<file path="config.mk">
export PLATFORM = sky130hd
export DESIGN_NAME = sacl_csr
export DESIGN_NICKNAME = d
export VERILOG_FILES = /design/src/design/sacl_pkg.sv /design/src/design/sacl_csr.sv
export SDC_FILE = /design/constraint.sdc
export NUM_CORES = 1
export LEC_CHECK = 0
export ABC_AREA = 1
export BUFFER_PORTS_ARGS = -buffer_cell sky130_fd_sc_hd__buf_2
export CORE_MARGIN = 2
export CORE_UTILIZATION = 36
export CTS_BUF_LIST = sky130_fd_sc_hd__clkbuf_4
export CTS_CLUSTER_SIZE = 12
export DETAILED_ROUTE_END_ITERATION = 7
export PLACE_DENSITY = 0.84
export SLEW_MARGIN = 20
export SYNTH_ARGS = -nofsm -noshare
export SYNTH_HDL_FRONTEND = slang
export SYNTH_SLANG_ARGS = --single-unit
</file>
<file path="constraint.sdc">
create_clock -name clock -period 1.5 [get_ports clock]
set_input_delay 0.225 -clock clock [delete_from_list [all_inputs] [get_ports clock]]
set_output_delay 0.225 -clock clock [all_outputs]
set_load 0.03 [all_outputs]
</file>
<file path="src/design/sacl_pkg.sv">
// shared types, constants and helpers of the set-associative cache lookup
`default_nettype none

package sacl_pkg;

   // tag store entry: valid bit over the tag
   localparam int ENTRY_W = 31;
   localparam int TAG_W   = 30;

   // widest index_bits the set field can carry
   localparam int IDX_CAP = 8;

   // length and block size counts, up to 64
   localparam int LEN_W = 7;

   // csr port
   localparam int CSR_AW = 4;
   localparam int CSR_DW = 32;

   // register indexes
   localparam logic [1:0] REG_OFFSET_BITS  = 2'd0;
   localparam logic [1:0] REG_INDEX_BITS   = 2'd1;
   localparam logic [1:0] REG_ACTIVE_WAYS  = 2'd2;
   localparam logic [1:0] REG_REPLACE_SEED = 2'd3;

   // register reset values and limits
   localparam logic [2:0]  OFFSET_RESET = 3'd4;
   localparam logic [3:0]  INDEX_RESET  = 4'd8;
   localparam logic [2:0]  WAYS_RESET   = 3'd4;
   localparam logic [15:0] SEED_RESET   = 16'd44257;
   localparam logic [2:0]  OFFSET_MIN   = 3'd2;
   localparam logic [2:0]  OFFSET_MAX   = 3'd6;

   // replacement lfsr
   localparam logic [15:0] LFSR_TAPS = 16'hB400;
   localparam int LFSR_W    = 16;
   localparam int MOD_BITS  = 4;
   localparam int MOD_STEPS = LFSR_W / MOD_BITS;

   // outcome codes
   localparam logic [1:0] OUTCOME_HIT        = 2'd0;
   localparam logic [1:0] OUTCOME_COMPULSORY = 2'd1;
   localparam logic [1:0] OUTCOME_CONFLICT   = 2'd2;

   typedef struct packed {
      logic [31:0] address;
      logic [5:0]  length;
   } req_type;

   typedef struct packed {
      logic [1:0]  outcome;
      logic [7:0]  set_index;
      logic [1:0]  way;
      logic [6:0]  byte_credit;
      logic [6:0]  miss_cycles;
      logic [31:0] hit_total;
      logic [31:0] compulsory_total;
      logic [31:0] conflict_total;
      logic        last;
   } rsp_type;

   typedef struct packed {
      logic [2:0]  offset_bits;
      logic [3:0]  index_bits;
      logic [2:0]  active_ways;
      logic [15:0] replace_seed;
   } cfg_type;

   typedef struct packed {
      logic        load;
      logic [15:0] seed;
   } seed_load_type;

   typedef struct packed {
      logic clear;
      logic accept;
      logic lookup;
      logic conflict_start;
      logic mod_step;
      logic commit;
   } ctl_cmd_type;

   typedef struct packed {
      logic clear_done;
      logic set_full;
      logic mod_done;
      logic last_block;
   } dp_sts_type;

   // one step of the galois lfsr
   function automatic logic [15:0] lfsr_step(input logic [15:0] value);
      logic [15:0] shifted;
      shifted = value >> 1;
      if (value[0]) begin
         shifted = shifted ^ LFSR_TAPS;
      end
      return shifted;
   endfunction

endpackage

`default_nettype wire

</file>
<file path="src/design/sacl_csr.sv">
// configuration registers behind the apb-style port
`default_nettype none

module sacl_csr (
   input  logic                     clock,
   input  logic                     reset,
   input  logic                     csr_psel,
   input  logic                     csr_penable,
   input  logic                     csr_pwrite,
   input  logic [sacl_pkg::CSR_AW-1:0] csr_paddr,
   input  logic [sacl_pkg::CSR_DW-1:0] csr_pwdata,
   output logic [sacl_pkg::CSR_DW-1:0] csr_prdata,
   output logic                     csr_pready,
   output sacl_pkg::cfg_type        cfg,
   output sacl_pkg::seed_load_type  seed_load
);
   import sacl_pkg::*;

   logic [1:0] reg_idx;
   logic       wr_xfer;
   cfg_type    cfg_ff;
   cfg_type    cfg_in;

   assign csr_pready = 1'b1;
   assign reg_idx    = csr_paddr[3:2];
   assign wr_xfer    = csr_psel && csr_penable && csr_pwrite && csr_pready;

   // register writes
   always_comb begin
      cfg_in = cfg_ff;
      if (wr_xfer) begin
         case (reg_idx)
            REG_OFFSET_BITS:  cfg_in.offset_bits  = csr_pwdata[2:0];
            REG_INDEX_BITS:   cfg_in.index_bits   = csr_pwdata[3:0];
            REG_ACTIVE_WAYS:  cfg_in.active_ways  = csr_pwdata[2:0];
            REG_REPLACE_SEED: cfg_in.replace_seed = csr_pwdata[15:0];
            default:          cfg_in = cfg_ff;
         endcase
      end
   end

   always_ff @(posedge clock) begin
      if (reset) begin
         cfg_ff.offset_bits  <= OFFSET_RESET;
         cfg_ff.index_bits   <= INDEX_RESET;
         cfg_ff.active_ways  <= WAYS_RESET;
         cfg_ff.replace_seed <= SEED_RESET;
      end else begin
         cfg_ff <= cfg_in;
      end
   end

   // a seed write reloads the lfsr in the same transfer
   assign seed_load.load = wr_xfer && (reg_idx == REG_REPLACE_SEED);
   assign seed_load.seed = csr_pwdata[15:0];

   // read mux
   always_comb begin
      case (reg_idx)
         REG_OFFSET_BITS:  csr_prdata = CSR_DW'(cfg_ff.offset_bits);
         REG_INDEX_BITS:   csr_prdata = CSR_DW'(cfg_ff.index_bits);
         REG_ACTIVE_WAYS:  csr_prdata = CSR_DW'(cfg_ff.active_ways);
         REG_REPLACE_SEED: csr_prdata = CSR_DW'(cfg_ff.replace_seed);
         default:          csr_prdata = '0;
      endcase
   end

   assign cfg = cfg_ff;

endmodule

`default_nettype wire

</file>
# Word-level counts from Yosys, hierarchy flattened

Index checks and enable logic that the tools add are counted.

Eq/ne operators: 3
Muxes and demuxes: 1
Reduce and logical (&&, ||, !) cells: 8

Operators by type and width:

| cell                                          | number |
|---|---|
| case mux 32 bit (4 select lines)              | 1 |
| AND reduction 2 bit                           | 4 |
| == test 2 bit, second input constant          | 2 |
| logical AND 1 bit                             | 3 |
| == test 2 x 1 -> 1 bit, second input constant | 1 |
| zero test 2 bit                               | 1 |

Bits in registers: 26
Bits of input ports: 41
Output and inout port bits: 76
Word-level logic and storage cells: 16

# Depth between registers and ports, before layout

Depth after elaboration: 3
Depth in mapped cells: 6
Gate-level depth less buffers: 5

# Least setup slack after synthesis

No wires, ideal clock.

Path type: reg2out
Start point: register cfg_ff, in the netlist cfg[9]
End point: output csr_prdata[9] (netlist bit)
Data arrival time: 1,009 ps
Data required time: 1,275 ps
Setup slack: 266 ps
Cell stages (with the launch flop): 3
Path buffers: 0
Cell sequence: dfxtp_1 -> inv_1 -> nor2_1

Cells in the longest elaborated chain, start to end: 1

RTL lines:

| element                          | line           | text |
|---|---|---|
| start: declaration               | sacl_csr.sv:21 | `cfg_type cfg_ff;` |
| start signal: assignment         | sacl_csr.sv:49 | `cfg_ff <= cfg_in;` |
| case mux 32 bit (4 select lines) | sacl_csr.sv:59 | `case (reg_idx)` |
| end: declaration                 | sacl_csr.sv:12 | `output logic [sacl_pkg::CSR_DW-1:0] csr_prdata,` |

Every way passes these cells. The select of a mux whose other input is x is not followed.

# Worst setup path in the final report

Start point: register cfg_ff, in the netlist cfg[17]
End point: output csr_prdata[1] (netlist bit)

The elaborated chain is that of the path after synthesis.

==> impl_metrics.env <==
export IMPL_cts_root_buffer="clkbuf_4"
export IMPL_clock_sinks=26
export IMPL_cp_start_kind="flop"
export IMPL_setup_tns_ns=0
export IMPL_finalCritPeriodShare=0.870
export IMPL_final_common_cell="buf_2"
export IMPL_grt_pass1_wl_um=4960
export IMPL_worst_ep_arrival_time_ns=1.08
export IMPL_antenna_found_initial=0
export IMPL_synth_seq_cells=26
export IMPL_cp_end_kind="primary output"
export IMPL_hpwl_um=2750
export IMPL_cts_tree="done"
export IMPL_core_area_mm2=0.00400
export IMPL_max_freq_mhz=766
export IMPL_drv_slew=0
export IMPL_n_antenna_cell=0
export IMPL_relSlewSlack=0.538
export IMPL_synth_cells=229
export IMPL_drtIter0Drc=58
export IMPL_status="completed"
export IMPL_met2_usage=0.237
export IMPL_finalHoldViolations=0
export IMPL_power_per_cell_area_mw_per_mm2=860
export IMPL_grt_overflow=0
export IMPL_drive_above_1_share=0.327
export IMPL_grt_max_degree=27
export IMPL_clkTransAtPathRegs_ns=0.15
export IMPL_reg2reg_from="cfg[25]$_SDFFE_PP1P_"
export IMPL_grt_pass1_vias=1060
export IMPL_power_leakage_nw=1.07
export IMPL_routedWlPerCell_um=10.1
export IMPL_numCtsBuffers=3
export IMPL_nFillCells=437
export IMPL_layout_common_cells="buf_2 (81), nand2_1 (51), nor2_1 (47)"
export IMPL_rows=23
export IMPL_dr_total_vias=1488
export IMPL_start_util=0.372
export IMPL_met3_usage=0.0280
export IMPL_criticalPathCategory="reg -> out"
export IMPL_met1_usage=0.188
export IMPL_groute_usage_overall=0.143
export IMPL_pin_count=117
export IMPL_cts_hold_buffers=0
export IMPL_die_area_mm2=0.00467
export IMPL_syn_avg_cell_area_um2=6.50
export IMPL_tightest_slew_ns=0.689
export IMPL_rsz0062_at_grt="false"
export IMPL_synthDistinctLibCells=18
export IMPL_yosys_warnings=0
export IMPL_largest_reg_flops=26
export IMPL_worstPathRequired_ns=1.27
export IMPL_htreeDepth=1
export IMPL_syn_to_final_growth_pct=23.3
export IMPL_min_from="csr_pwdata[6]"
export IMPL_maxCapViolCount=0
export IMPL_ant_nets=0
export IMPL_final_util=0.459
export IMPL_insertion_delay_ns=0.31
export IMPL_globalplace_congestion=0.801
export IMPL_firstDrtPassIters=4
export IMPL_cts_max_path_buffers=2
export IMPL_die_h_um=68.3
export IMPL_multiInputGateArea_um2=644
export IMPL_synth_seq_area_share=0.350
export IMPL_io_buffers=81
export IMPL_viasPerCell=4.29
export IMPL_regArea_um2=520
export IMPL_nNetsFinal=339
export IMPL_hp_class="in -> reg"
export IMPL_cts_resized=0
export IMPL_finalWirelength_um=3490
export IMPL_setup_viol=0
export IMPL_busiest_layer="met2"
export IMPL_final_min_clock_period_ns=1.30
export IMPL_clock_skew_ns=0
export IMPL_die_w_um=68.3
export IMPL_drc_errors=0
export IMPL_vdd_drop_max_uv=466
export IMPL_startpoint="cfg[17]$_SDFFE_PP0P_"
export IMPL_cts_setup_buffers=0
export IMPL_crit_path_max_fanout=3
export IMPL_netlist_area_mm2=0.00149
==> cell families (layout without fill, tap and decap cells) <==
logic type             count (synthesis)  in the layout  synth area share
and+or+nand+nor                      132            132             0.374
buffers and inverters                 65            118             0.255
DFF                                   26             26             0.350
AOI/OAI and AO/OA                      4              4            0.0160
other                                  2             17           0.00504
==> worst paths after layout <==
kind              cells after the start                   end  slack [ns]
setup / recovery                      3         csr_prdata[1]        0.20
setup reg to reg                      2  cfg[25]$_SDFFE_PP1P_        0.88
hold reg to reg                       2   cfg[6]$_SDFFE_PP1P_        0.49
hold / removal                        3   cfg[6]$_SDFFE_PP1P_        0.13
==> report_power, final <==
group / switching [mW] / internal (mW)
Clock: 0.210 / 0.270
Sequential: 0.0108 / 0.706
Combinational: 0.283 / 0.0977
==> synth_stat cells <==
master    count  area share
clkinv_1      1      0.0025
buf_2         1      0.0034
conb_1        2      0.0050
nor2_4        1      0.0076
inv_1        25       0.063
buf_1         3      0.0076
nand2_1      51        0.13
dfxtp_1      26        0.35
nand2_2       1      0.0042
buf_6         1      0.0076
nand3_2       1      0.0067
buf_4        34        0.17
nor2_2        2      0.0084
o21ai_0       3       0.010
a22o_1        1      0.0059
nand4_1       3       0.013
nor2_1       47        0.12
nand3_1      26       0.087
==> cell type report <==
type / count / area share
Clock buffer: 3 / 0.0123
Sequential cell: 26 / 0.284
Timing Repair Buffer: 88 / 0.249
Clock inverter: 1 / 0.0164
Multi-Input combinational cell: 153 / 0.351
Tap cell: 50 / 0.0341
Inverter: 26 / 0.0532
==> worst max-delay path, stage by stage (launching register included) <==
cell	delay [ns]
dfxtp_1	0.39
nand2_1	0.07
nand4_1	0.10
buf_2	0.20
==> per-stage QoR <==
| stage | setup WS [ns] | cell area, µm² | total power, mW | hold WS [ns] | std cells |
|---|---|---|---|---|---|
| after floorplan | 0.266 | 1550 | 1.06 | 0.351 | 244 |
| after global placement | 0.198 | 1780 | 1.11 | 0.450 | 343 |
| after detailed placement | 0.204 | 1780 | 1.12 | 0.458 | 343 |
| after CTS | 0.188 | 1840 | 1.60 | 0.119 | 347 |
| after global routing | 0.0873 | 1840 | 1.67 | 0.107 | 347 |
| final | 0.195 | 1840 | 1.58 | 0.126 | 347 |
==> routing by layer <==
layer / vias up / wire (µm)
li1: 781 / -
met1: 641 / 1550
met2: 62 / 1670
met3: 4 / 224
met4: 0 / 46
met5: - / 0
No activity file was read; power rests on OpenSTA's default activity.
