[src/design/sacl_pkg.sv]
// shared types, constants and helpers of the set-associative cache lookup
`default_nettype none

package sacl_pkg;

   // tag store entry: valid bit over the tag
   localparam int ENTRY_W = 31;
   localparam int TAG_W   = 30;

   // widest index_bits the set field can carry
   localparam int IDX_CAP = 8;

   // length and block size counts, up to 64
   localparam int LEN_W = 7;

   // csr port
   localparam int CSR_AW = 4;
   localparam int CSR_DW = 32;

   // register indexes
   localparam logic [1:0] REG_OFFSET_BITS  = 2'd0;
   localparam logic [1:0] REG_INDEX_BITS   = 2'd1;
   localparam logic [1:0] REG_ACTIVE_WAYS  = 2'd2;
   localparam logic [1:0] REG_REPLACE_SEED = 2'd3;

   // register reset values and limits
   localparam logic [2:0]  OFFSET_RESET = 3'd4;
   localparam logic [3:0]  INDEX_RESET  = 4'd8;
   localparam logic [2:0]  WAYS_RESET   = 3'd4;
   localparam logic [15:0] SEED_RESET   = 16'd44257;
   localparam logic [2:0]  OFFSET_MIN   = 3'd2;
   localparam logic [2:0]  OFFSET_MAX   = 3'd6;

   // replacement lfsr
   localparam logic [15:0] LFSR_TAPS = 16'hB400;
   localparam int LFSR_W    = 16;
   localparam int MOD_BITS  = 4;
   localparam int MOD_STEPS = LFSR_W / MOD_BITS;

   // outcome codes
   localparam logic [1:0] OUTCOME_HIT        = 2'd0;
   localparam logic [1:0] OUTCOME_COMPULSORY = 2'd1;
   localparam logic [1:0] OUTCOME_CONFLICT   = 2'd2;

   typedef struct packed {
      logic [31:0] address;
      logic [5:0]  length;
   } req_type;

   typedef struct packed {
      logic [1:0]  outcome;
      logic [7:0]  set_index;
      logic [1:0]  way;
      logic [6:0]  byte_credit;
      logic [6:0]  miss_cycles;
      logic [31:0] hit_total;
      logic [31:0] compulsory_total;
      logic [31:0] conflict_total;
      logic        last;
   } rsp_type;

   typedef struct packed {
      logic [2:0]  offset_bits;
      logic [3:0]  index_bits;
      logic [2:0]  active_ways;
      logic [15:0] replace_seed;
   } cfg_type;

   typedef struct packed {
      logic        load;
      logic [15:0] seed;
   } seed_load_type;

   typedef struct packed {
      logic clear;
      logic accept;
      logic lookup;
      logic conflict_start;
      logic mod_step;
      logic commit;
   } ctl_cmd_type;

   typedef struct packed {
      logic clear_done;
      logic set_full;
      logic mod_done;
      logic last_block;
   } dp_sts_type;

   // one step of the galois lfsr
   function automatic logic [15:0] lfsr_step(input logic [15:0] value);
      logic [15:0] shifted;
      shifted = value >> 1;
      if (value[0]) begin
         shifted = shifted ^ LFSR_TAPS;
      end
      return shifted;
   endfunction

endpackage

`default_nettype wire

[src/design/sacl_ctrl.sv]
// lookup sequencer: clearing pass, per-block read, compare and commit
`default_nettype none

module sacl_ctrl (
   input  logic                    clock,
   input  logic                    reset,
   input  logic                    req_valid,
   output logic                    req_ready,
   output logic                    rsp_valid,
   input  logic                    rsp_ready,
   input  sacl_pkg::dp_sts_type    sts,
   output sacl_pkg::ctl_cmd_type   cmd
);
   import sacl_pkg::*;

   localparam logic [2:0] ST_CLEAR = 3'd0;
   localparam logic [2:0] ST_IDLE  = 3'd1;
   localparam logic [2:0] ST_LOOK  = 3'd2;
   localparam logic [2:0] ST_CMP   = 3'd3;
   localparam logic [2:0] ST_MOD   = 3'd4;
   localparam logic [2:0] ST_FIN   = 3'd5;

   logic [2:0] state_ff;
   logic [2:0] state_in;
   logic       rsp_valid_ff;
   logic       rsp_valid_in;
   logic       out_free;

   // output register can take a result this cycle
   assign out_free  = !rsp_valid_ff || rsp_ready;
   assign req_ready = (state_ff == ST_IDLE);

   // next state and datapath commands
   always_comb begin
      state_in = state_ff;
      cmd      = '0;
      case (state_ff)
         ST_CLEAR: begin
            cmd.clear = 1'b1;
            if (sts.clear_done) begin
               state_in = ST_IDLE;
            end
         end
         ST_IDLE: begin
            if (req_valid) begin
               cmd.accept = 1'b1;
               state_in   = ST_LOOK;
            end
         end
         ST_LOOK: begin
            cmd.lookup = 1'b1;
            state_in   = ST_CMP;
         end
         ST_CMP: begin
            if (sts.set_full) begin
               cmd.conflict_start = 1'b1;
               state_in           = ST_MOD;
            end else if (out_free) begin
               cmd.commit = 1'b1;
               state_in   = sts.last_block ? ST_IDLE : ST_LOOK;
            end
         end
         ST_MOD: begin
            cmd.mod_step = 1'b1;
            if (sts.mod_done) begin
               state_in = ST_FIN;
            end
         end
         ST_FIN: begin
            if (out_free) begin
               cmd.commit = 1'b1;
               state_in   = sts.last_block ? ST_IDLE : ST_LOOK;
            end
         end
         default: state_in = ST_IDLE;
      endcase
   end

   // result transfer flag
   always_comb begin
      if (cmd.commit) begin
         rsp_valid_in = 1'b1;
      end else if (rsp_ready) begin
         rsp_valid_in = 1'b0;
      end else begin
         rsp_valid_in = rsp_valid_ff;
      end
   end

   always_ff @(posedge clock) begin
      if (reset) begin
         state_ff     <= ST_CLEAR;
         rsp_valid_ff <= 1'b0;
      end else begin
         state_ff     <= state_in;
         rsp_valid_ff <= rsp_valid_in;
      end
   end

   assign rsp_valid = rsp_valid_ff;

   // a result never overwrites one that is still waiting
   assert property (@(posedge clock) disable iff (reset)
      cmd.commit |-> (!rsp_valid_ff || rsp_ready))
      else $error("result committed over a pending transfer");

   // the final block of an access frees the input side
   assert property (@(posedge clock) disable iff (reset)
      (cmd.commit && sts.last_block) |=> req_ready)
      else $error("input not ready after final block");

endmodule

`default_nettype wire

[config.mk]
export PLATFORM = sky130hd
export DESIGN_NAME = sacl_ctrl
export DESIGN_NICKNAME = d
export VERILOG_FILES = /design/src/design/sacl_pkg.sv /design/src/design/sacl_ctrl.sv
export SDC_FILE = /design/constraint.sdc
export NUM_CORES = 1
export LEC_CHECK = 0
export BUFFER_PORTS_ARGS = -buffer_cell sky130_fd_sc_hd__buf_2
export CORE_AREA = 2 2 39 41
export DETAILED_ROUTE_END_ITERATION = 8
export DIE_AREA = 0 0 41 43
export PLACE_DENSITY = 0.53
export SYNTH_ARGS = -nofsm -noshare
export SYNTH_HDL_FRONTEND = slang
export SYNTH_SLANG_ARGS = --single-unit
[constraint.sdc]
create_clock -name clock -period 1.68 [get_ports clock]
set_clock_uncertainty 0.15 [all_clocks]
set_input_delay 0.336 -clock clock [delete_from_list [all_inputs] [get_ports clock]]
set_output_delay 0.336 -clock clock [all_outputs]
set_load 0.01 [all_outputs]
Word level (Yosys, flattened, before mapping). Cells that the tools add are included.

Register bits: 4. Input bits: 8. Output and inout port bits: 8. Word-level logic and storage cells: 34.

Eq/ne operators: 8. Mux-type cells: 19. Reduce and logical (&&, ||, !) cells: 5.

Operator list (count): case mux 3 bit (6 select lines) (1); 2-to-1 mux 3 bit (5); 2-to-1 mux 1 bit (11); == test 3 x 2 -> 1 bit, second input constant (2); == test 3 bit, second input constant (2); != test 2 bit, second input constant (3); == test 3 x 1 -> 1 bit, second input constant (1); logical NOT 3 bit (1); AND reduction 3 bit (1); 2-to-1 mux 2 bit (1); case mux 1 bit (2 select lines) (1); nonzero test 2 bit (1); logical NOT 1 bit (1); logical OR 1 bit (1).

Depth between registers and ports, before layout.
Depth after elaboration: 6. Gate-level depth with buffers: 6. Gate-level depth less buffers: 4.

Worst setup path after synthesis. OpenSTA, ideal clock, no wires.

Path type: register to output. Start: register state_ff[2]. End: output cmd[4] (netlist bit). Data arrival time: 1.026 ns. Required time: 1.194 ns. Slack: 0.168 ns. Cell stages (with the launch flop): 4. Buffers on the path: 1. Path through: dfxtp_1 buf_6 nor3b_1 and2_1.

RTL lines: start: declaration (RTL line sacl_ctrl.sv:23) `logic [2:0] state_ff;`; start signal: assignment (RTL line sacl_ctrl.sv:95) `state_ff <= state_in;`; end: declaration (RTL line sacl_ctrl.sv:12) `output sacl_pkg::ctl_cmd_type cmd`.

==> flow_summary_export.csv <==
group,metric,value,unit
routing,dr.first_iter.drc_count,5,
finish,antenna_cells,0,
grt,overflow,0,
logic_synthesis,synth_cells,42,
status,violations,"negative setup slack",
clocking,clock_latency,0.23,ns
status,outcome,"complete, but fails checks",
die,design.core.area,1384,um2
power_and_ir_drop,switching_share,24.36,%
logic_synthesis,syn-num-nets,50,
finish,final.fill_count,158,
placed_design,place_congestion,0.7602,
power_and_ir_drop,seqPwrFrac,37.2,%
grt,grt_pass1_wl,1193,um
job,maxCapViolations,0,
timing,rsz0062_at_grt,"yes",
logic_synthesis,ys.flop_type,"dfxtp_1",
routing,firstDrtPassIters,4,
critical_path,reg2reg_depth,4,
timing,setup_ws,-0.0006766,ns
power_and_ir_drop,p_int,0.2052,mW
clocking,cts_hold_buf,0,
timing,finalSetupViolCount,1,
grt,grtUsageTotal,10.24,%
placed_design,port_buffers,15,
routing,drt-wirelength-per-cell,10.76,um
die,boundaryPins,16,
timing,hold_viol_final,0,
power_and_ir_drop,peakVddDrop,0.2793,mV
critical_path,cp.buffers_inverters,2,
critical_path,crit_cells,4,
placed_design,dp_hpwl,594.3,um
logic_synthesis,synth_edf_count,0,
timing,relSlewSlack,73.59,%
routing,via_count,364,
logic_synthesis,ys_seq_area_share,26.12,%
grt,grt_start_max_net_pins,14,
critical_path,slowest_stage,"dfxtp_4",
critical_path,cp_cell_sequence,"buf_4, nor3b_1, and2_1, buf_2",
clocking,cts.clk_slew.worst_paths,0.03,ns
routing,via_per_inst,4.667,
die,die_h,43,um
finish,syn_to_final_growth,46.94,%
power_and_ir_drop,pwr-share-clk,42.1,%
clocking,cts_tree,"built",
critical_path,arrival,1.19,ns
finish,drive_above_1_share,45.16,%
hold_path,min_to,"state_ff[2]",
critical_path,critical-path-top-delay-family,"simple AND/OR/NAND/NOR gates",
routing,drc_errors,0,
power_and_ir_drop,p_leak,0.2150,nW
timing,worst_pin_slew,0.3862,ns
critical_path,cp_max_fo,5,
hold_path,hp-class,"primary input to register",
logic_synthesis,synthesis.area,306.5,um2
finish,layout.cells.non_filler,78,
critical_path,crit_type,"register to output port",
clocking,cts_max_level,1,
hold_path,hold_path_depth,2,
critical_path,reg2reg_to,"state_ff[0]",
die,fp.dieW,41,um
power_and_ir_drop,finalPower,0.2713,mW
die,start_util,22.15,%
clocking,clk_path_buf_depth,2,
clocking,cts.sinks,4,
critical_path,timing.rr.start,"state_ff[2]",
critical_path,cp.required,1.19,ns
logic_synthesis,yosys_warnings,0,
power_and_ir_drop,power_per_cell_area,602.3,nW/um2
finish,nets,72,
logic_synthesis,synth.distinct_cells,22,
critical_path,cp-start-kind,"register",
timing,finalMaxSlewViolations,0,
clocking,clockRootBuffer,"clkbuf_4",
die,rows,14,
critical_path,critPathMaxStageDelay,0.35,ns
logic_synthesis,async_flop_share,0,%
hold_path,min_from,"reset",
grt,grt_pass1_vias,296,
critical_path,worstSetupEndpointType,"output port",
logic_synthesis,syn_avg_cell_area,7.299,um2
logic_synthesis,yosys_register_bits,4,
clocking,cts_made_buffers,3,
placed_design,dpl_cell_area,381.6,um2
critical_path,worst-r2r-setup-slack,0.19,ns
timing,min_period,1.681,ns
finish,final_area,450.4,um2
power_and_ir_drop,combPwrFrac,20.6,%
timing,final.period_utilization,100.0,%
timing,max_freq,0.5950,GHz
placed_design,dp_cells,71,
power_and_ir_drop,p_sw,0.06609,mW
routing,routed_wl,839,um
grt,antenna_found_initial,0,
die,dieArea,1763,um2
routing,ant_nets,0,
[state kept, by name (all words and copies together) (netlist names)]
name,cells
state_ff,3
rsp_valid,1
[layout make-up]
class                   count  area, um2  area share, %
repair buffers             21      120.1          26.67
multi-input cells          34      202.7          45.00
clock buffers               3      22.52          5.000
well taps                  16      20.02          4.444
flip-flops and latches      4      85.08          18.89
[worst max path at each step]
stage                 from  endpoint  slack [ns]
2_1_floorplan  state_ff[2]    cmd[4]        0.17
3_3_place_gp   state_ff[2]    cmd[0]        0.13
3_5_place_dp   state_ff[2]    cmd[0]        0.11
4_1_cts        state_ff[2]    cmd[0]       0.003
5_1_grt        state_ff[2]    cmd[4]       -0.13
6_report       state_ff[2]    cmd[4]     -0.0007
[cells in the final DEF (no fill, tap or decap)]
cell,netlist,routed
xnor2_1,1,1
dfxtp_1,4,2
o21ai_0,1,1
dfxtp_2,0,1
a31oi_1,1,1
clkbuf_4,0,3
nand2b_1,3,2
and3_1,1,1
nor3_1,2,2
a21boi_0,1,1
dfxtp_4,0,1
a21oi_1,3,3
buf_4,1,6
nand2b_4,0,1
nor3b_1,2,2
o21ai_2,0,1
buf_2,1,15
o22ai_1,1,1
nor2_1,6,6
a311oi_1,1,1
a2111oi_0,1,1
and2_1,1,1
or3_1,1,1
nor2b_1,3,3
nand2_1,3,3
o21ai_1,2,1
[metal layers]
layer  global-route usage, %  vias up  part of all wire, %
li1                        -      189                    -
met1                   11.90      156                   44
met2                   14.69       17                   47
met3                   6.283        2                  8.0
met4                   4.000        0                 0.72
met5                       0        -                    0
[cell families (layout without fill, tap and decap cells)]
logic type,count (synthesis),count (layout),synth area share [%]
xor gates and xnor gates,1,1,2.858
buffers and inverters,4,24,11.43
and+or+nand+nor,22,22,37.55
AOI/OAI and AO/OA,11,11,22.04
DFF,4,4,26.12
[cell usage after synthesis, types with 2 or more instances]
cell type / instances / area share [%]
nor2b_1: 3 / 6.1
nor3b_1: 2 / 4.9
nor3_1: 2 / 3.3
dfxtp_1: 4 / 26
nand2_1: 3 / 3.7
buf_6: 2 / 7.3
nand2b_1: 3 / 6.1
nor2_1: 6 / 7.3
a21oi_1: 3 / 4.9
o21ai_1: 2 / 3.3
[power groups by stage]
stage	Sequential, mW	Combinational, mW	Clock (mW)
floorplan	0.102	0.0322	0
global placement	0.103	0.0539	0
detailed placement	0.103	0.0536	0
CTS	0.102	0.0549	0.123
global route	0.101	0.0622	0.132
finish	0.101	0.0559	0.114
[repair_timing]
| item | CTS | global route |
|---|---|---|
| pin swaps | 0 | 3 |
| setup endpoints to repair | 1 | 2 |
| resized for setup | 4 | 1 |
| setup buffers | 0 | 4 |
[metrics by stage]
step           util, %  setup slack (ns)  hold slack [ns]  setup TNS (ns)
2_1_floorplan        -            0.1675           0.2551               0
3_3_place_gp     27.58            0.1266           0.3984               0
3_5_place_dp     27.58            0.1084           0.3704               0
4_1_cts          30.20          0.003321           0.1651               0
5_1_grt          32.55           -0.1313           0.1606         -0.2692
6_report         32.55        -0.0006766           0.1691      -0.0006766
Power figures use the tool's default switching activity.
